**src/hdl/kts_pkg.sv**
```systemverilog
`timescale 1ns / 1ps

package kts_pkg;

  localparam int FIELD_W   = 32;
  localparam int NOISE_W   = 25;
  localparam int PADDR_W   = 3;
  localparam int PDATA_W   = 32;
  localparam int VAR_W     = 32;
  localparam int DEN_W     = 33;
  localparam int GAIN_W    = 25;
  localparam int DIV_STEPS = 25;
  localparam int MA_W      = 26;
  localparam int MB_W      = 34;
  localparam int MP_W      = MA_W + MB_W;
  localparam int SUM_W     = 37;
  localparam int OSUM_W    = 34;
  localparam int FRAC_W    = 24;

  localparam logic [NOISE_W-1:0] PROC_NOISE_RST = 25'd67109;
  localparam logic [NOISE_W-1:0] MEAS_NOISE_RST = 25'd4194304;
  localparam logic [VAR_W-1:0]   VAR_ONE        = 32'h0100_0000;
  localparam logic [GAIN_W-1:0]  GAIN_ONE       = 25'h100_0000;

  localparam logic REG_PROC_NOISE = 1'b0;
  localparam logic REG_MEAS_NOISE = 1'b1;

  typedef logic signed [FIELD_W-1:0] field_t;

  typedef struct packed {
    logic busy;
    logic done;
  } div_stat_t;

  function automatic field_t sat32(input logic signed [OSUM_W-1:0] v);
    logic signed [OSUM_W-1:0] hi;
    logic signed [OSUM_W-1:0] lo;
    hi = OSUM_W'(signed'({1'b0, {(FIELD_W-1){1'b1}}}));
    lo = OSUM_W'(signed'({1'b1, {(FIELD_W-1){1'b0}}}));
    if (v > hi) begin
      return hi[FIELD_W-1:0];
    end else if (v < lo) begin
      return lo[FIELD_W-1:0];
    end
    return v[FIELD_W-1:0];
  endfunction

endpackage

```
**src/hdl/kts_mul.sv**
```systemverilog
`timescale 1ns / 1ps

module kts_mul (
  input  logic                              clk_i,
  input  logic signed [kts_pkg::MA_W-1:0]   a_i,
  input  logic signed [kts_pkg::MB_W-1:0]   b_i,
  output logic signed [kts_pkg::MP_W-1:0]   p_o
);
  import kts_pkg::*;

  logic signed [MP_W-1:0] p_q, p_d;

  assign p_d = MP_W'(a_i) * MP_W'(b_i);

  always_ff @(posedge clk_i) begin
    p_q <= p_d;
  end

  assign p_o = p_q;

endmodule

```
**config.mk**
```make
export PLATFORM = sky130hd
export DESIGN_NAME = kts_mul
export DESIGN_NICKNAME = d
export VERILOG_FILES = /design/src/hdl/kts_pkg.sv /design/src/hdl/kts_mul.sv
export SDC_FILE = /design/constraint.sdc
export NUM_CORES = 2
export LEC_CHECK = 0
export BUFFER_PORTS_ARGS = -buffer_cell sky130_fd_sc_hd__buf_2
export CORE_AREA = 2 2 231 279
export DETAILED_ROUTE_END_ITERATION = 10
export DIE_AREA = 0 0 233 281
export GPL_TIMING_DRIVEN = 0
export PLACE_DENSITY = 0.69
export SLEW_MARGIN = 20
export SYNTH_ARGS = -nofsm -noshare
export SYNTH_HDL_FRONTEND = slang
export SYNTH_SLANG_ARGS = --single-unit
```
**constraint.sdc**
```tcl
create_clock -name clk_i -period 9.3 [get_ports clk_i]
set_input_delay 1.86 -clock clk_i [delete_from_list [all_inputs] [get_ports clk_i]]
set_output_delay 1.86 -clock clk_i [all_outputs]
set_load 0.005 [all_outputs]
```
=== Yosys cells after proc, flatten, opt, wreduce, memory -nomap -nowiden ===
Index checks and enable logic that the tools add are counted.

* Multipliers: 1

{| class="wikitable"
|+ Operator list
! cell !! count
|-
| 26-bit by 34-bit multiplier with 60-bit output || 1
|}

* Output and inout port bits: 60
* Bits in registers: 60
* Input port bits: 61

=== Longest topological paths before layout ===
* Depth in word-level cells: 1
* Depth in mapped cells: 27
* Gate-level depth less buffers: 25

=== Least setup slack after synthesis ===
No wires, ideal clock.

* Path type: input port to flip-flop
* Start point: input a_i[2] (netlist bit)
* End point: register p_q[59] (netlist: p_o[59])
* Slack: 761 ps
* Cell stages on the path: 26
* Arrival time: 8,475 ps
* Setup time: 64 ps
* Data required time: 9,236 ps
* Path buffers: 2
* Path through: clkbuf_1 clkbuf_1 nand2_1 fa_1 inv_1 fa_1 inv_1 fa_1 fa_1 fa_1 inv_1 fa_1 inv_1 fa_1 inv_1 ha_1 a21oi_1 o21ai_0 a31o_1 a31oi_4 o21ba_4 a31oi_4 o41ai_4 o21ai_2 or4_1 nand4_1

* Longest elaborated chain between the ends: 1

{| class="wikitable"
|+ RTL lines
! item !! line !! text
|-
| start: declaration || kts_mul.sv:5 || <nowiki>input logic signed [kts_pkg::MA_W-1:0] a_i,</nowiki>
|-
| 26-bit by 34-bit multiplier with 60-bit output || kts_mul.sv:13 || <nowiki>assign p_d = MP_W'(a_i) * MP_W'(b_i);</nowiki>
|-
| via p_d[59] || kts_mul.sv:11 || <nowiki>logic signed [MP_W-1:0] p_q, p_d;</nowiki>
|-
| end signal: assignment || kts_mul.sv:16 || <nowiki>p_q <= p_d;</nowiki>
|-
| end: declaration || kts_mul.sv:11 ||
|}

The timed path passes the listed nets, and every way through them passes these cells.

=== Worst setup path after layout ===
* Start point: input b_i[16] (netlist bit)
* End point: register p_q[59] (netlist: p_o[59])

* Longest elaborated chain between the ends: 1

{| class="wikitable"
|+ RTL lines
! item !! line !! text
|-
| start: declaration || kts_mul.sv:6 || <nowiki>input logic signed [kts_pkg::MB_W-1:0] b_i,</nowiki>
|-
| 26-bit by 34-bit multiplier with 60-bit output || kts_mul.sv:13 ||
|-
| via p_d[59] || kts_mul.sv:11 ||
|}

The timed path passes the listed nets, and every way through them passes these cells.

==> impl_metrics.toml <==
[sta]
hold_ws_ns = 1.81
finalWorstSetupSlack_ns = 0.0648
slew_viol_final = 0
hold_viol = 0
clock.fmax_mhz = 108
period_needed_ns = 9.24
rsz0062_at_grt = "yes"
tightest_slew_ns = 1.24
finalSetupViolCount = 0
relSlewSlack_pct = 16.9
period_share_pct = 99.3
fin_tns_setup_ns = 0

[synthesis]
yosysMostFrequentCell = "inv_1"
syn_nets = 4556
yosys.area.top_type = "fa_1"
synth.top_cell.area_share_pct = 56.8
yosys-top-cells-count = "913 x inv_1, 902 x fa_1, 516 x nand2_1"
ys_seq_elements = 60
syn-mean-instance-area_um2 = 9.27
netlist_area_um2 = 31800
synthCells = 3431
synth_area_leaders = "fa_1 57%, inv_1 11%, and2_1 7.3%, ha_1 6.4%, nand2_1 6.1%"
synth_warnings = 0
synth-edff-count = 0
synth_cell_types = 47
synth_seq_area_share_pct = 3.78
ys.flop_type = "dfxtp_1"
ys_async_sr_fraction_pct = 0

[worst_setup_path]
critPathTopFamily = "adder cells"
cp_common_cell = "fa_1"
end_kind = "flop"
arrival_ns = 9.56
critPathSlowestCell = "fa_1"
crit_required_ns = 9.63
path_class = "in2reg"
slowest_delay_ns = 0.56
startpoint = "b_i[16]"
cp-start-kind = "input port"
path_max_fanout = 10
critPathBufInv = 10

[placement]
place_inst = 4364
gp_congestion = 1.05
post-dp-hpwl_mm = 88.3
dpl_worst_slack_ns = -2.20
port_buffers = 109

[cells_and_area]
nets = 4681
drive_above_1_share_pct = 7.44
syn_to_final_growth_pct = 7.02
nFillCells = 5827
largest_register_ffs = 60
final_cells = 4388

[route]
wl_per_cell_um = 23.9
vias = 23799
drtAntennaViolNets = 0
drt_iter0_drc = 1792
drc = 0
wl_mm = 105
via_per_inst = 5.42
first_pass_iters = 5

[global_routing]
grt_pass1_wl_mm = 160
grt_max_degree = 12
grt_util_all_layers_pct = 34.3
antenna_found_initial = 15
grt_overflow = 0
grt_pass1_vias = 26288

[clock_network]
clkSinkCount = 60
hold_buffers = 0
cts_buffer_depth = 2
cts.clk_slew.worst_paths_ns = 0.06
cts_max_level = 3
cts-root-buf = "clkbuf_16"
cts_buffers = 9
cts_tree = "done"

[worst_hold_path]
hold_class = "in2reg"
hp-start = "b_i[0]"

[die]
die_w_um = 233
start_util_pct = 50.6
io_pins = 121
fp.coreArea_um2 = 62800
fp.dieH_um = 281
rows = 101
dieArea_um2 = 65500

[outcome]
status = "completed"

[job]
maxCapViolCount = 0
## cells by family (layout without fill, tap and decap cells)
family                     after synthesis  count (layout)  share of synthesized area (%)
DFF                                     60              60                           3.78
and+or+nand+nor                       1001            1001                           15.2
AOI/OAI and AO/OA                      163             163                           3.38
buffers and inverters                 1078            1207                           12.7
other                                    0               4                              0
xor gates and xnor gates                65              65                           1.79
adders and majority gates             1064            1064                           63.1
## stage by stage
step	area, um2	util, %
2_1_floorplan	31800	-
3_3_place_gp	33400	53.1
3_5_place_dp	33400	53.1
4_1_cts	33900	54.0
5_1_grt	34000	54.2
6_report	34000	54.2
## routing by layer
layer | global-route usage, % | wire [um]
met5 | 0 | 7
met4 | 26.1 | 10000
met1 | 40.4 | 36100
met2 | 55.3 | 49200
met3 | 6.80 | 9390
## area by class of cell
type | instances | area [um2] | area share [%]
multi-input combinational | 2293 | 26600 | 78.2
antenna | 4 | 10.0 | 0.0294
inverter | 913 | 3430 | 10.1
tap | 824 | 1030 | 3.03
buffer | 165 | 810 | 2.38
clock buffer | 11 | 253 | 0.743
sequential | 60 | 1200 | 3.53
timing repair buffer | 114 | 608 | 1.79
clock inverter | 4 | 72.6 | 0.213
## layout by cell type (no fill, tap or decap), types with 3 or more instances in the layout
cell and instances:
fa_2 3, nand2b_1 11, o21a_1 10, o211ai_1 5, nor3_1 7, o21ai_1 5, clkbuf_2 92, nand2_1 516
clkinvlp_4 3, clkbuf_16 9, inv_1 911, a21o_1 22, diode_2 4, ha_1 160, o21ai_0 32, buf_4 3
nor2b_1 7, dfxtp_1 60, clkbuf_8 4, fa_1 899, clkbuf_1 53, buf_2 114, xor2_1 21, a21oi_1 49
nand4_1 13, a31oi_4 4, and3_1 10, nor2_1 56, and2_1 369, o21bai_1 7, xnor2_1 44, clkbuf_4 13
a211oi_1 4, nand3_1 4, a31oi_1 4
## worst paths after layout
kind | endpoint | depth (start not counted)
worst max-delay path | p_o[59]$_DFF_P_ | 29
worst min-delay path | p_o[0]$_DFF_P_ | 2
## repair_timing
action / CTS / global route
cloned: 0 / 0
resized for setup: 102 / 87
endpoints found under the hold margin: 0 / 0
pin swaps: 2 / 1
endpoints found under the setup margin: 36 / 14
setup buffers: 2 / 3
Power is not shown: default switching activity piles up to over one toggle a cycle in this logic, so the estimate is an artifact.
