===== config.mk =====
export PLATFORM = sky130hd
export DESIGN_NAME = kts_div
export DESIGN_NICKNAME = d
export VERILOG_FILES = /design/src/hdl/kts_pkg.sv /design/src/hdl/kts_div.sv
export SDC_FILE = /design/constraint.sdc
export NUM_CORES = 1
export LEC_CHECK = 0
export BUFFER_PORTS_ARGS = -buffer_cell sky130_fd_sc_hd__buf_2
export CAP_MARGIN = 25
export CORE_ASPECT_RATIO = 1.25
export CORE_MARGIN = 1
export CORE_UTILIZATION = 58
export DETAILED_ROUTE_END_ITERATION = 7
export GPL_TIMING_DRIVEN = 0
export PLACE_DENSITY = 0.81
export SETUP_SLACK_MARGIN = 0.02
export SLEW_MARGIN = 20
export SYNTH_ARGS = -nofsm -noshare
export SYNTH_HDL_FRONTEND = slang
export SYNTH_SLANG_ARGS = --single-unit
export TNS_END_PERCENT = 30

===== constraint.sdc =====
create_clock -name clk_i -period 4.4 [get_ports clk_i]
set_clock_uncertainty 0.05 [all_clocks]
set_input_delay 0.22 -clock clk_i [delete_from_list [all_inputs] [get_ports clk_i]]
set_output_delay 0.22 -clock clk_i [all_outputs]
set_load 0.1 [all_outputs]

===== src/hdl/kts_pkg.sv =====
`timescale 1ns / 1ps

package kts_pkg;

  localparam int FIELD_W   = 32;
  localparam int NOISE_W   = 25;
  localparam int PADDR_W   = 3;
  localparam int PDATA_W   = 32;
  localparam int VAR_W     = 32;
  localparam int DEN_W     = 33;
  localparam int GAIN_W    = 25;
  localparam int DIV_STEPS = 25;
  localparam int MA_W      = 26;
  localparam int MB_W      = 34;
  localparam int MP_W      = MA_W + MB_W;
  localparam int SUM_W     = 37;
  localparam int OSUM_W    = 34;
  localparam int FRAC_W    = 24;

  localparam logic [NOISE_W-1:0] PROC_NOISE_RST = 25'd67109;
  localparam logic [NOISE_W-1:0] MEAS_NOISE_RST = 25'd4194304;
  localparam logic [VAR_W-1:0]   VAR_ONE        = 32'h0100_0000;
  localparam logic [GAIN_W-1:0]  GAIN_ONE       = 25'h100_0000;

  localparam logic REG_PROC_NOISE = 1'b0;
  localparam logic REG_MEAS_NOISE = 1'b1;

  typedef logic signed [FIELD_W-1:0] field_t;

  typedef struct packed {
    logic busy;
    logic done;
  } div_stat_t;

  function automatic field_t sat32(input logic signed [OSUM_W-1:0] v);
    logic signed [OSUM_W-1:0] hi;
    logic signed [OSUM_W-1:0] lo;
    hi = OSUM_W'(signed'({1'b0, {(FIELD_W-1){1'b1}}}));
    lo = OSUM_W'(signed'({1'b1, {(FIELD_W-1){1'b0}}}));
    if (v > hi) begin
      return hi[FIELD_W-1:0];
    end else if (v < lo) begin
      return lo[FIELD_W-1:0];
    end
    return v[FIELD_W-1:0];
  endfunction

endpackage


===== src/hdl/kts_div.sv =====
`timescale 1ns / 1ps

module kts_div (
  input  logic                          clk_i,
  input  logic                          rst_ni,
  input  logic                          start_i,
  input  logic [kts_pkg::VAR_W-1:0]     pp_i,
  input  logic [kts_pkg::DEN_W-1:0]     den_i,
  output kts_pkg::div_stat_t            stat_o,
  output logic [kts_pkg::GAIN_W-1:0]    quot_o
);
  import kts_pkg::*;

  localparam int CNT_W = $clog2(DIV_STEPS);
  localparam int REM_W = DEN_W + 1;
  localparam logic [CNT_W-1:0] CNT_LAST = CNT_W'(DIV_STEPS - 1);

  logic [REM_W-1:0]  rem_q, rem_d;
  logic [DEN_W-1:0]  den_q, den_d;
  logic [GAIN_W-1:0] quot_q, quot_d;
  logic [CNT_W-1:0]  cnt_q, cnt_d;
  logic              busy_q, busy_d;
  logic              zero_q, zero_d;
  logic [REM_W:0]    trial;
  logic              qbit;
  logic [REM_W-1:0]  rem_keep;

  // restoring division, one quotient bit per cycle
  assign trial    = {1'b0, rem_q} - {2'b00, den_q};
  assign qbit     = ~trial[REM_W];
  assign rem_keep = qbit ? trial[REM_W-1:0] : rem_q;

  always_comb begin
    rem_d  = rem_q;
    den_d  = den_q;
    quot_d = quot_q;
    cnt_d  = cnt_q;
    busy_d = busy_q;
    zero_d = zero_q;
    if (start_i) begin
      rem_d  = REM_W'(pp_i);
      den_d  = den_i;
      quot_d = '0;
      cnt_d  = '0;
      busy_d = 1'b1;
      zero_d = (den_i == '0);
    end else if (busy_q) begin
      rem_d  = {rem_keep[REM_W-2:0], 1'b0};
      quot_d = {quot_q[GAIN_W-2:0], qbit};
      cnt_d  = cnt_q + 1'b1;
      if (cnt_q == CNT_LAST) begin
        busy_d = 1'b0;
      end
    end
  end

  always_ff @(posedge clk_i or negedge rst_ni) begin
    if (!rst_ni) begin
      busy_q <= 1'b0;
      cnt_q  <= '0;
    end else begin
      busy_q <= busy_d;
      cnt_q  <= cnt_d;
    end
  end

  always_ff @(posedge clk_i) begin
    rem_q  <= rem_d;
    den_q  <= den_d;
    quot_q <= quot_d;
    zero_q <= zero_d;
  end

  assign stat_o.busy = busy_q;
  assign stat_o.done = busy_q && (cnt_q == CNT_LAST);
  assign quot_o      = zero_q ? '0 : quot_q;

endmodule


### Word-level counts from Yosys, hierarchy flattened

Cells that the tools add are included.

| word-level totals | value |
|---|---|
| register bits after elaboration | 99 |
| bits of input ports | 68 |
| output and inout port bits | 27 |
| word-level logic and storage cells | 23 |

| operators by class | value |
|---|---|
| add/subtract/negate cells | 2 |
| equality and inequality tests | 1 |
| multiplexer cells | 9 |
| bitwise operators | 1 |
| reductions and logical operators | 3 |

Operator list:

| kind | number |
|---|---|
| $mux W32 | 2 |
| $sub A34 B33 Y35 | 1 |
| $logic_not A33 Y1 | 1 |
| $mux W33 | 1 |
| $mux W25 | 1 |
| $mux W5 | 2 |
| $add A5 B1 Y5 const B | 1 |
| $eq A5 B5 Y1 const B | 1 |
| $mux W1 | 3 |
| $reduce_bool A2 Y1 | 1 |
| $logic_and A1 B1 Y1 | 1 |
| $not A1 Y1 | 1 |

### Depth between registers and ports, before layout

Gate-level depths: netlist of run 1.

| depth | value |
|---|---|
| word-level depth | 4 |
| gate-level depth with buffers | 14 |
| gate-level depth less buffers | 13 |

### Worst setup path after synthesis of run 1

OpenSTA, ideal clock, no wires.

| timing | value |
|---|---|
| kind | reg2reg |
| start | reg rem_q[0] |
| end | reg rem_q[31] (data pin) |
| data arrival time | 3.009 ns |
| required time | 4.210 ns |
| slack | 1.200 ns |
| cell stages (with the launch flop) | 14 |
| cell sequence | edfxtp_1 inv_1 ha_1 inv_1 fa_1 a21o_1 a221oi_2 o21ai_2 a31o_1 a221o_2 nor4b_4 o31ai_2 or3b_1 a21oi_2 |

| between the ends | value |
|---|---|
| cells in the longest elaborated chain, start to end | 4 |

Ends and longest elaborated chain:

| what | line | source |
|---|---|---|
| from (decl) | kts_div.sv:18 | `logic [REM_W-1:0] rem_q, rem_d;` |
| from (signal assigned) | kts_div.sv:68 | `rem_q <= rem_d;` |
| $sub A34 B33 Y35 | kts_div.sv:29 | `assign trial = {1'b0, rem_q} - {2'b00, den_q};` |
| $mux W33 | kts_div.sv:31 | `assign rem_keep = qbit ? trial[REM_W-1:0] : rem_q;` |
| $mux W32 | kts_div.sv:47 | `end else if (busy_q) begin` |
| $mux W32 | kts_div.sv:40 | `if (start_i) begin` |
| named net rem_d[31] | kts_div.sv:18 |  |

The timed path passes the listed nets, and every way through them passes these cells. The select of a mux whose other input is x is not followed.
A chain may end at the register's enable or synchronous reset.

### Final worst setup path of run 1

| timing | value |
|---|---|
| start | reg rem_q[0] |
| end | reg rem_q[2] (data pin) |

The elaborated chain is that of the path after synthesis.

==> results of run 1 <==
[metrics by stage]
stage | util, % | power (W) | hold slack, ns | std cells
4_1_cts | 69.71 | 0.004499 | 0.001154 | 887
6_report | 69.91 | 0.004525 | 0.008164 | 889
3_5_place_dp | 66.51 | 0.003659 | 0.001716 | 870
2_1_floorplan | - | 0.003128 | -0.1256 | 647
5_1_grt | 69.91 | 0.004835 | 0.0003700 | 889
3_3_place_gp | 66.51 | 0.003590 | -0.00008968 | 870
[report_power, final]
| group | switching, W | internal, W | leakage [nW] | total, W |
|---|---|---|---|---|
| logic | 0.00140 | 0.000945 | 2.15 | 0.00234 |
| registers | 0.000123 | 0.00124 | 0.965 | 0.00136 |
| clock network | 0.000359 | 0.000457 | 0.156 | 0.000816 |
| total | 0.00188 | 0.00264 | 3.27 | 0.00453 |
[critical path, stage by stage, from the launching register on]
cell      delay, ns
edfxtp_1       0.38
inv_1          0.07
ha_1           0.16
inv_1          0.06
fa_1           0.41
a21o_1         0.20
a221oi_2       0.42
or4_1          0.22
nand3_1        0.14
nand4_1        0.15
and3_1         0.18
buf_2          0.22
buf_2          0.31
mux2i_1        0.28
o21ai_0        0.10
[cells in the mapped netlist, drive strengths merged (2+ instances only)]
cell type  instances  share of area [%]
a21oi             54                4.5
nand2             46                2.8
o21a               4               0.49
edfxtp            66                 32
mux2              15                2.8
nor4               8               0.82
dfrtp              6                2.5
clkbuf            23                1.4
a21o              16                2.0
or3                9               0.92
mux2i             31                5.1
nand4             12                1.2
a31oi              6               0.61
and3               7               0.72
o31ai              2               0.33
o22ai              4               0.41
o21bai             5               0.61
o21ai             33                2.8
nand3b             3               0.37
or2                2               0.20
or4                2               0.25
inv               47                2.9
nor3              14                1.1
nand3             11               0.90
nor2              57                3.5
nand2b             2               0.20
o211ai             5               0.61
xnor2             16                2.3
buf               13               0.96
nor2b             35                3.6
xor2              11                1.6
a221oi             2               0.39
ha                35                7.2
and2               3               0.31
dfxtp             27                8.8
[kinds of logic (layout without fill, tap and decap cells)]
| group | count (synthesis) | after routing | synth area share, % |
|---|---|---|---|
| fa+ha+maj | 36 | 36 | 7.479 |
| simple gates | 215 | 215 | 17.74 |
| xor+xnor | 27 | 27 | 3.862 |
| flops | 99 | 99 | 43.65 |
| mux | 46 | 46 | 7.826 |
| compound gates | 141 | 141 | 14.20 |
| buf+inv | 83 | 196 | 5.251 |
[sequential cells by signal (all words and copies together) (netlist names)]
name    cells
zero_q      1
rem_q      34
den_q      33
busy_q      1
quot_q     25
cnt_q       5
[metal layers]
metal / vias up / wire [µm]
met1: 2434 / 6222
met4: 0 / 573
met3: 42 / 819
li1: 2525 / -
met5: - / 0
met2: 178 / 7511
[path summary, 6_finish.rpt]
check | to | slack (ns) | cells after the start
worst max-delay path | rem_q[2] | 0.76 | 14
worst min-delay path | den_q[7] | 0.008 | 1
worst min register to register | rem_q[33] | 0.42 | 2
min in group asynchronous | cnt_q[0] | 0.17 | 2
max in group asynchronous | busy_q | 3.98 | 2
worst max register to register | rem_q[2] | 0.76 | 14
[area by class of cell]
cell class	instances	area share [%]
Multi-Input combinational cell	465	44.07
Sequential cell	99	37.64
Timing Repair Buffer	97	7.048
Clock buffer	12	3.912
Inverter	47	2.485
Tap cell	129	2.273
Buffer	36	2.044
Clock inverter	4	0.5286
==> impl_results.md, run 1 <==
- Share of layout cells above drive strength 1: 18.55%
- # IOs: 95
- Tcrit/Tclk final: 82.82%
- P&R area growth vs syn: 15.96%
- Asr flop ratio synth: 6.061%
- Synth Cell Area: 0.006123 mm²
- Grt ovf: 0
- Seq. cell area: 0.002673 mm²
- Drt first pass iters: 5
- Finished Cell Area: 0.007101 mm²
- Post-DP HPWL: 11.31 mm
- Vias/cell: 5.826
- Drt total wl: 15.13 mm
- Die Span Y: 116.9 µm
- Cts repair resizes: 0
- Worst skew pair latency: 0.35 ns
- Starting density of the core: 60.29%
- Final setup margin: 0.7560 ns
- Unrepaired setup endpoints after global routing: no
- Startpoint types: flop
- CTS sink cnt: 99
- Number of remaining DRC errors: 0
- TritonCTS clock tree: built
- Vias in the first global route: 5108
- Final min period: 3.644 ns
- Total Neg Setup Slack: 0 ns
- Routed Antenna Nets: 0
- Area occupied by multi-input gates: 0.003129 mm²
- Initial antenna violation count: 0
- Met2 Use GR: 51.24%
- Die width: 93.90 µm
- GRT Overall Usage: 28.67%
- Max Slew Vio Count: 0
- Fillers: 786
- Pre-CTS setup slack: 0.8464 ns
- Top_reg_cell synth: edfxtp_1
- Gr busiest metal: met2
- Commonest non-fill, non-tap cell in the layout: buf_2
- Synthesis warning total: 0
- Min-delay src: den_i[7]
- Post-DP Area: 0.006755 mm²
- Final Hold Vio Count: 0
- Register area share after synthesis: 43.65%
- Clk slew on worst S/H paths: 0.07 ns
- Power Density: 637.3 mW/mm²
- Final setup violation count: 0
- HP Class: in2reg
- Total CTS buffers: 9
- Syn nets: 751
- Port Buffers: 94
- Max-Cap Viols: 0
- Status: completed
- Required @ worst endpoint: 4.43 ns
- Synthesized flop and latch total: 99
- Normalized max-slew margin: 43.62%
- Initial DRC count: 315
- CORE AREA: 0.01016 mm²
- EDFF count, synth: 66
- Distinct cell type count after synthesis: 56
- WL/cell: 17.02 µm
- Clk root buf: clkbuf_16
- Largest net degree at the start of global routing: 36
- Most frequent cells in the layout: buf_2, edfxtp_1, nor2_1
- GR Util met3: 6.008%
- Crit Path Category: reg2reg
- CTS H-tree lvls: 3
- Critical path capture point type: flop
- Worst setup path start: rem_q[0]
- N_diodes: 0
- First-pass GRT wire length: 23.85 mm
- Worst-Margin Slew: 0.8457 ns
- Met1 Track Usage GR: 32.51%
- Maximum VDD drop: 0.2706 mV
- CTS Hold Bufs: 1
- Post-CTS setup buffers: 0
- Die area: 0.01098 mm²
- GPL Wtd Cong: 0.9419
- Leakage: 3.272 nW
- CP arrival: 3.67 ns
- Num rows: 41
- Via count: 5179
- Avg Inst Size Synth: 9.464 µm²
- CP Max Fanout: 10
- Mapped Cells: 647
- CTS Buffer Depth: 2
- Final net count: 859
- R2R Path Start: rem_q[0]
- Fmax: 274.4 MHz
Power figures use the tool's default switching activity.
==> run 2: changes to the inputs <==
==> constraint.sdc (replaced) <==
create_clock -name clk_i -period 3.64 [get_ports clk_i]
set_clock_uncertainty 0.05 [all_clocks]
set_input_delay 0.182 -clock clk_i [delete_from_list [all_inputs] [get_ports clk_i]]
set_output_delay 0.182 -clock clk_i [all_outputs]
set_load 0.1 [all_outputs]
==> run 2 against run 1 <==
  * Sequential power up 21%
  * Count of clock-buffer cells in the layout unchanged
  * Global-route usage up 1.1 points
  * Largest cell class unchanged
  * Cell count up 3.5%
  * First-iteration DRC count up 17%
  * Die area unchanged
  * Design area up 4.6%
  * Clock power up 22%
==> impl_results.md, run 2 (synthesis results as in run 1) <==
- WL/cell: 17.27 µm (+1.5%)
- Largest net degree at the start of global routing: 36 (unchanged)
- CTS H-tree lvls: 3 (unchanged)
- N_diodes: 0 (unchanged)
- Clk root buf: clkbuf_16
- Most frequent cells in the layout: buf_2, edfxtp_1, nor2_1
- Die Span Y: 116.9 µm (unchanged)
- Final min period: 3.522 ns (-0.1219 ns)
- Port Buffers: 94 (unchanged)
- Final Hold Vio Count: 0 (unchanged)
- CP max stage cell: fa_1
- CP arrival: 3.55 ns (-0.12 ns)
- Final net count: 890 (+3.6%)
- PnR Total Power: 0.005542 W (+22%)
- Number of remaining DRC errors: 0 (unchanged)
- Top Registers: rem_q x34, den_q x33, quot_q x25
- CP max stage delay: 0.41 ns (about the same)
- GRT Overall Usage: 29.80% (+1.1 points)
- Commonest non-fill, non-tap cell in the layout: buf_2
- Normalized max-slew margin: 42.32% (-1.3 points)
- Post-DP HPWL: 11.31 mm (unchanged)
- Starting density of the core: 60.29% (unchanged)
- Initial antenna violation count: 0 (unchanged)
- HP Class: in2reg
- Required @ worst endpoint: 3.67 ns (-0.76 ns)
- CTS sink cnt: 99 (unchanged)
- Area occupied by multi-input gates: 0.003141 mm² (+0.36%)
- Share of layout cells above drive strength 1: 18.08% (-0.47 points)
- Die width: 93.90 µm (unchanged)
- Unrepaired setup endpoints after global routing: yes
- Worst-Margin Slew: 0.8653 ns (+0.01954 ns)
- Worst skew pair latency: 0.35 ns (about the same)
- Crit Path Category: reg2reg
- Cell mode on critical path: inv_1
- Vias/cell: 5.833 (+0.12%)
- Fmax: 283.9 MHz (+3.5%)
- Leakage: 3.410 nW (+4.2%)
- Total Neg Setup Slack: 0 ns (unchanged)
- CP Max Fanout: 10 (unchanged)
- Via count: 5366 (+3.6%)
- CORE AREA: 0.01016 mm² (unchanged)
- TritonCTS clock tree: built
- # IOs: 95 (unchanged)
- Max-Cap Viols: 0 (unchanged)
- Num rows: 41 (unchanged)
- Post-DP Area: 0.006755 mm² (unchanged)
- Crit path cell chain: inv_1 -> ha_1 -> inv_1 -> fa_1 -> a21o_1 -> a221oi_4 -> or4_1 -> nand3_1 -> nand4_1 -> and3_1 -> buf_2 -> clkbuf_4 -> mux2i_1 -> o21ai_0
- Total CTS buffers: 9 (unchanged)
- Drt total wl: 15.89 mm (+5.1%)
- Power Density: 746.2 mW/mm² (+17%)
- Die area: 0.01098 mm² (unchanged)
- Grt ovf: 0 (unchanged)
- Max Slew Vio Count: 0 (unchanged)
- CTS Buffer Depth: 2 (unchanged)
- P&R area growth vs syn: 21.29%
- Fillers: 735 (-6.5%)
- Vias in the first global route: 5332 (+4.4%)
- First-pass GRT wire length: 24.85 mm (+4.2%)
- Routed Antenna Nets: 0 (unchanged)
- GPL Wtd Cong: 0.9419 (unchanged)
- Startpoint types: flop
- Seq. cell area: 0.002673 mm² (unchanged)
- Tcrit/Tclk final: 96.76% (+14 points)
- Drt first pass iters: 5 (unchanged)
- Top reg by flops: rem_q
- Utilization after layout: 73.12% (+3.2 points)
- Largest register FFs: 34 (unchanged)
- Maximum VDD drop: 0.3450 mV (+28%)
- Critical path capture point type: flop
- Post-CTS setup buffers: 0 (unchanged)
- Initial DRC count: 368 (+17%)
- Clk slew on worst S/H paths: 0.07 ns (about the same)
- Finished Cell Area: 0.007427 mm² (+4.6%)
- Status: completed
- Final setup violation count: 0 (unchanged)
==> run 2: cell count changes in the layout (fill, tap and decap cells not counted), sizes merged <==
cell,previous run,this run
dlygate4sd3,3,34
buf,107,105
clkbuf,35,37
==> run 2: final timing paths <==
path                           start         to  slack, ns  depth (start not counted)
max in group asynchronous     rst_ni     busy_q       3.26                          2
hold reg to reg            rem_q[33]  rem_q[33]       0.42                          2
setup / recovery            rem_q[0]   rem_q[2]       0.12                         14
setup reg to reg            rem_q[0]   rem_q[2]       0.12                         14
min in group asynchronous     rst_ni   cnt_q[0]       0.14                          2
hold / removal               pp_i[0]   rem_q[0]       0.06                          2
==> run 2: metrics by stage <==
step / setup slack [ns] / instances / hold WS [ns]
final: 0.1180 / 920 / 0.06008
after detailed placement: 0.08641 / 870 / -0.03628
after global routing: 0.02033 / 920 / 0.06115
after CTS: 0.06588 / 920 / 0.05365
after global placement: 0.1239 / 870 / -0.03809
after floorplan: 0.4402 / 647 / -0.1636
==> run 2: power by group <==
group	total, W	switching, W	internal (W)
combinational	0.00290	0.00172	0.00118
clock	0.000992	0.000439	0.000553
sequential	0.00165	0.000151	0.00150
==> run 2: critical path: cells and delay by family, from the launching register on <==
| family | cells | cell delay, ns |
|---|---|---|
| AOI/OAI and AO/OA | 3 | 0.66 |
| adders and majority gates | 2 | 0.57 |
| buffers and inverters | 4 | 0.63 |
| DFF | 1 | 0.38 |
| muxes | 1 | 0.27 |
| and+or+nand+nor | 4 | 0.68 |
==> run 2: final cells by class <==
class / count / share of cell area (%)
Timing Repair Buffer: 128 / 10.92
Buffer: 36 / 2.022
Clock buffer: 12 / 3.740
Multi-Input combinational cell: 465 / 42.28
Sequential cell: 99 / 35.98
Inverter: 47 / 2.375
Tap cell: 129 / 2.173
Clock inverter: 4 / 0.5054
==> run 2: routing by layer <==
layer | track usage, % | vias up | wire, µm
li1 | - | 2583 | -
met1 | 33.19 | 2514 | 6296
met2 | 53.82 | 217 | 7969
met3 | 6.137 | 52 | 1037
met4 | 14.97 | 0 | 588
met5 | 0 | - | 0
==> run 2: timing repair <==
| item | 4_1_cts | 5_1_grt |
|---|---|---|
| hold endpoints to repair | 39 | 0 |
| hold buffers | 34 | 0 |
| setup endpoints to repair | 0 | 19 |
| resized for setup | 0 | 6 |
==> run 3: changes to the inputs <==
--- a/config.mk
+++ b/config.mk
@@ -8,11 +8,11 @@
 export BUFFER_PORTS_ARGS = -buffer_cell sky130_fd_sc_hd__buf_2
 export CAP_MARGIN = 25
 export CORE_ASPECT_RATIO = 1.25
-export CORE_MARGIN = 1
-export CORE_UTILIZATION = 58
+export CORE_UTILIZATION = 59
+export CTS_BUF_LIST = sky130_fd_sc_hd__clkbuf_8
 export DETAILED_ROUTE_END_ITERATION = 7
 export GPL_TIMING_DRIVEN = 0
-export PLACE_DENSITY = 0.81
+export PLACE_DENSITY = 0.82
 export SETUP_SLACK_MARGIN = 0.02
 export SLEW_MARGIN = 20
 export SYNTH_ARGS = -nofsm -noshare
==> run 3 against run 2 <==
  * Critical path depth shrank 1
  * Non-clock buffer count grew 2
  * Cell count grew 0.22%
  * Core utilization shrank 0.74 points
  * Sequential power is essentially flat
  * Critical endpoint is now rem_q[31]
  * Via count grew 0.73%
  * Clock power shrank 30%
  * Combinational power grew 2%
  * Largest power group unchanged
  * Design area shrank 1.5%
  * Largest cell class unchanged
  * Highest routed layer unchanged
==> impl_results.md, run 3 (synthesis results as in run 1) <==
- Status: completed
- Fillers: 778 (+5.9%)
- Via count: 5405 (+0.73%)
- Number of remaining DRC errors: 0 (unchanged)
- Power Density: 724.9 mW/mm² (-2.8%)
- Die Span Y: 115.9 µm (-0.84%)
- Unrepaired setup endpoints after global routing: yes
- Drt first pass iters: 5 (unchanged)
- GPL Wtd Cong: 0.9595 (+1.9%)
- PnR Total Power: 0.005303 W (-4.3%)
- WL/cell: 17.68 µm (+2.3%)
- Fmax: 284.4 MHz (+0.15%)
- Dpl cells: 870 (unchanged)
- Share of layout cells above drive strength 1: 18.28% (+0.21 points)
- Final net count: 892 (+0.22%)
- Leakage: 3.360 nW (-1.5%)
- Finished Cell Area: 0.007315 mm² (-1.5%)
- CTS sink cnt: 99 (unchanged)
- Die width: 93.12 µm (-0.83%)
- Maximum VDD drop: 0.3098 mV (-10%)
- Largest register FFs: 34 (unchanged)
- Initial antenna violation count: 0 (unchanged)
- Worst-Margin Slew: 0.8793 ns (+0.01403 ns)
- TritonCTS clock tree: built
- Most frequent cells in the layout: buf_2, edfxtp_1, nor2_1
- Clk root buf: clkbuf_8
- Max Slew Vio Count: 0 (unchanged)
- GRT Overall Usage: 31.07% (+1.3 points)
- # IOs: 95 (unchanged)
- HP Class: in2reg
- Commonest non-fill, non-tap cell in the layout: buf_2
- Vias/cell: 5.862 (+0.51%)
- Top Registers: rem_q x34, den_q x33, quot_q x25
- Worst skew pair latency: 0.38 ns (+0.03 ns)
- Critical path capture point type: flop
- P&R area growth vs syn: 19.45%
- Top reg by flops: rem_q
- CTS H-tree lvls: 3 (unchanged)
- Post-DP HPWL: 11.54 mm (+2.0%)
- Tcrit/Tclk final: 96.61% (-0.15 points)
- Max-Cap Viols: 0 (unchanged)
- Drt total wl: 16.30 mm (+2.6%)
- Final Hold Vio Count: 0 (unchanged)
- Required @ worst endpoint: 3.82 ns (+0.15 ns)
- Clk slew on worst S/H paths: 0.11 ns (+0.04 ns)
- N_diodes: 0 (unchanged)
- Starting density of the core: 60.59% (+0.31 points)
- Die area: 0.01079 mm² (-1.7%)
- Routed Antenna Nets: 0 (unchanged)
- CTS Buffer Depth: 2 (unchanged)
- CP arrival: 3.70 ns (+0.15 ns)
- Num rows: 41 (unchanged)
- CORE AREA: 0.01011 mm² (-0.51%)
- Layout Cells excl Fill: 922 (+0.22%)
- Initial DRC count: 377 (+2.4%)
- Port Buffers: 94 (unchanged)
- Final setup violation count: 0 (unchanged)
- Vias in the first global route: 5363 (+0.58%)
- Total CTS buffers: 9 (unchanged)
- Startpoint types: flop
- Largest net degree at the start of global routing: 36 (unchanged)
- Crit Path Category: reg2reg
- First-pass GRT wire length: 25.50 mm (+2.6%)
- Total Neg Setup Slack: 0 ns (unchanged)
- Final min period: 3.517 ns (-0.005421 ns)
- Grt ovf: 0 (unchanged)
- Normalized max-slew margin: 41.38% (-0.94 points)
- Hold Slack: 0.03187 ns (-0.02821 ns)
- CP Max Fanout: 4 (-6)
- Post-DP Area: 0.006755 mm² (unchanged)
[run 3: cell count changes in the layout (fill, tap and decap cells not counted)]
cell,previous run,this run
buf_2,98,99
buf_4,1,3
buf_6,0,1
clkbuf_16,10,0
clkbuf_2,2,1
clkbuf_4,1,0
clkbuf_8,2,10
clkinv_2,0,2
clkinv_4,2,0
clkinvlp_4,0,1
inv_6,1,2
[run 3: layout make-up]
| type | instances | area [µm²] | share of cell area (%) |
|---|---|---|---|
| clock inverters | 6 | 46.29 | 0.6329 |
| repair buffers | 130 | 825.8 | 11.29 |
| inverters | 47 | 176.4 | 2.412 |
| flip-flops and latches | 99 | 2673 | 36.54 |
| clock buffers | 10 | 137.6 | 1.882 |
| plain buffers | 36 | 153.9 | 2.104 |
| multi-input cells | 465 | 3141 | 42.94 |
| well taps | 129 | 161.4 | 2.207 |
[run 3: power by group]
part / total (W) / switching, W / leakage (nW) / internal (W)
registers: 0.00164 / 0.000143 / 0.965 / 0.00150
clock network: 0.000697 / 0.000422 / 0.0950 / 0.000275
logic: 0.00296 / 0.00176 / 2.30 / 0.00121
total: 0.00530 / 0.00232 / 3.36 / 0.00298
[run 3: worst paths after layout]
| kind | from | endpoint | slack, ns | cells past startpoint |
|---|---|---|---|---|
| max in group asynchronous | rst_ni | busy_q | 3.28 | 2 |
| worst min-delay path | pp_i[12] | rem_q[12] | 0.03 | 3 |
| worst min register to register | rem_q[33] | rem_q[33] | 0.42 | 2 |
| min in group asynchronous | rst_ni | cnt_q[0] | 0.12 | 2 |
| worst max register to register | rem_q[0] | rem_q[31] | 0.12 | 13 |
| worst max-delay path | rem_q[0] | rem_q[31] | 0.12 | 13 |
[run 3: per-stage QoR]
stage / worst slack [ns] / util (%)
global route: -0.03989 / 72.38
CTS: 0.03361 / 72.03
finish: 0.1234 / 72.38
detailed placement: 0.07266 / 66.84
floorplan: 0.4402 / -
global placement: 0.1087 / 66.84
[run 3: layer usage]
layer  track usage [%]  vias to the layer above  wire, µm
li1                  -                     2584         -
met1             37.04                     2575      6573
met2             54.12                      196      8317
met3             4.199                       50       794
met4             17.23                        0       614
met5                 0                        -         0
[run 3: what timing repair did]
item | 4_1_cts | 5_1_grt
setup buffers | 0 | 2
resized for setup | 0 | 9
endpoints found under the hold margin | 39 | 0
hold buffers | 34 | 0
endpoints found under the setup margin | 0 | 26
[run 3: critical path, stage by stage, from the launching register on]
cell	delay (ns)
edfxtp_1	0.39
inv_1	0.07
ha_1	0.16
inv_1	0.05
fa_1	0.41
a21o_1	0.23
a221oi_4	0.36
o21ai_2	0.11
a31o_1	0.26
a221o_2	0.40
nor4b_4	0.15
o31ai_2	0.20
or3b_1	0.40
a21oi_2	0.13
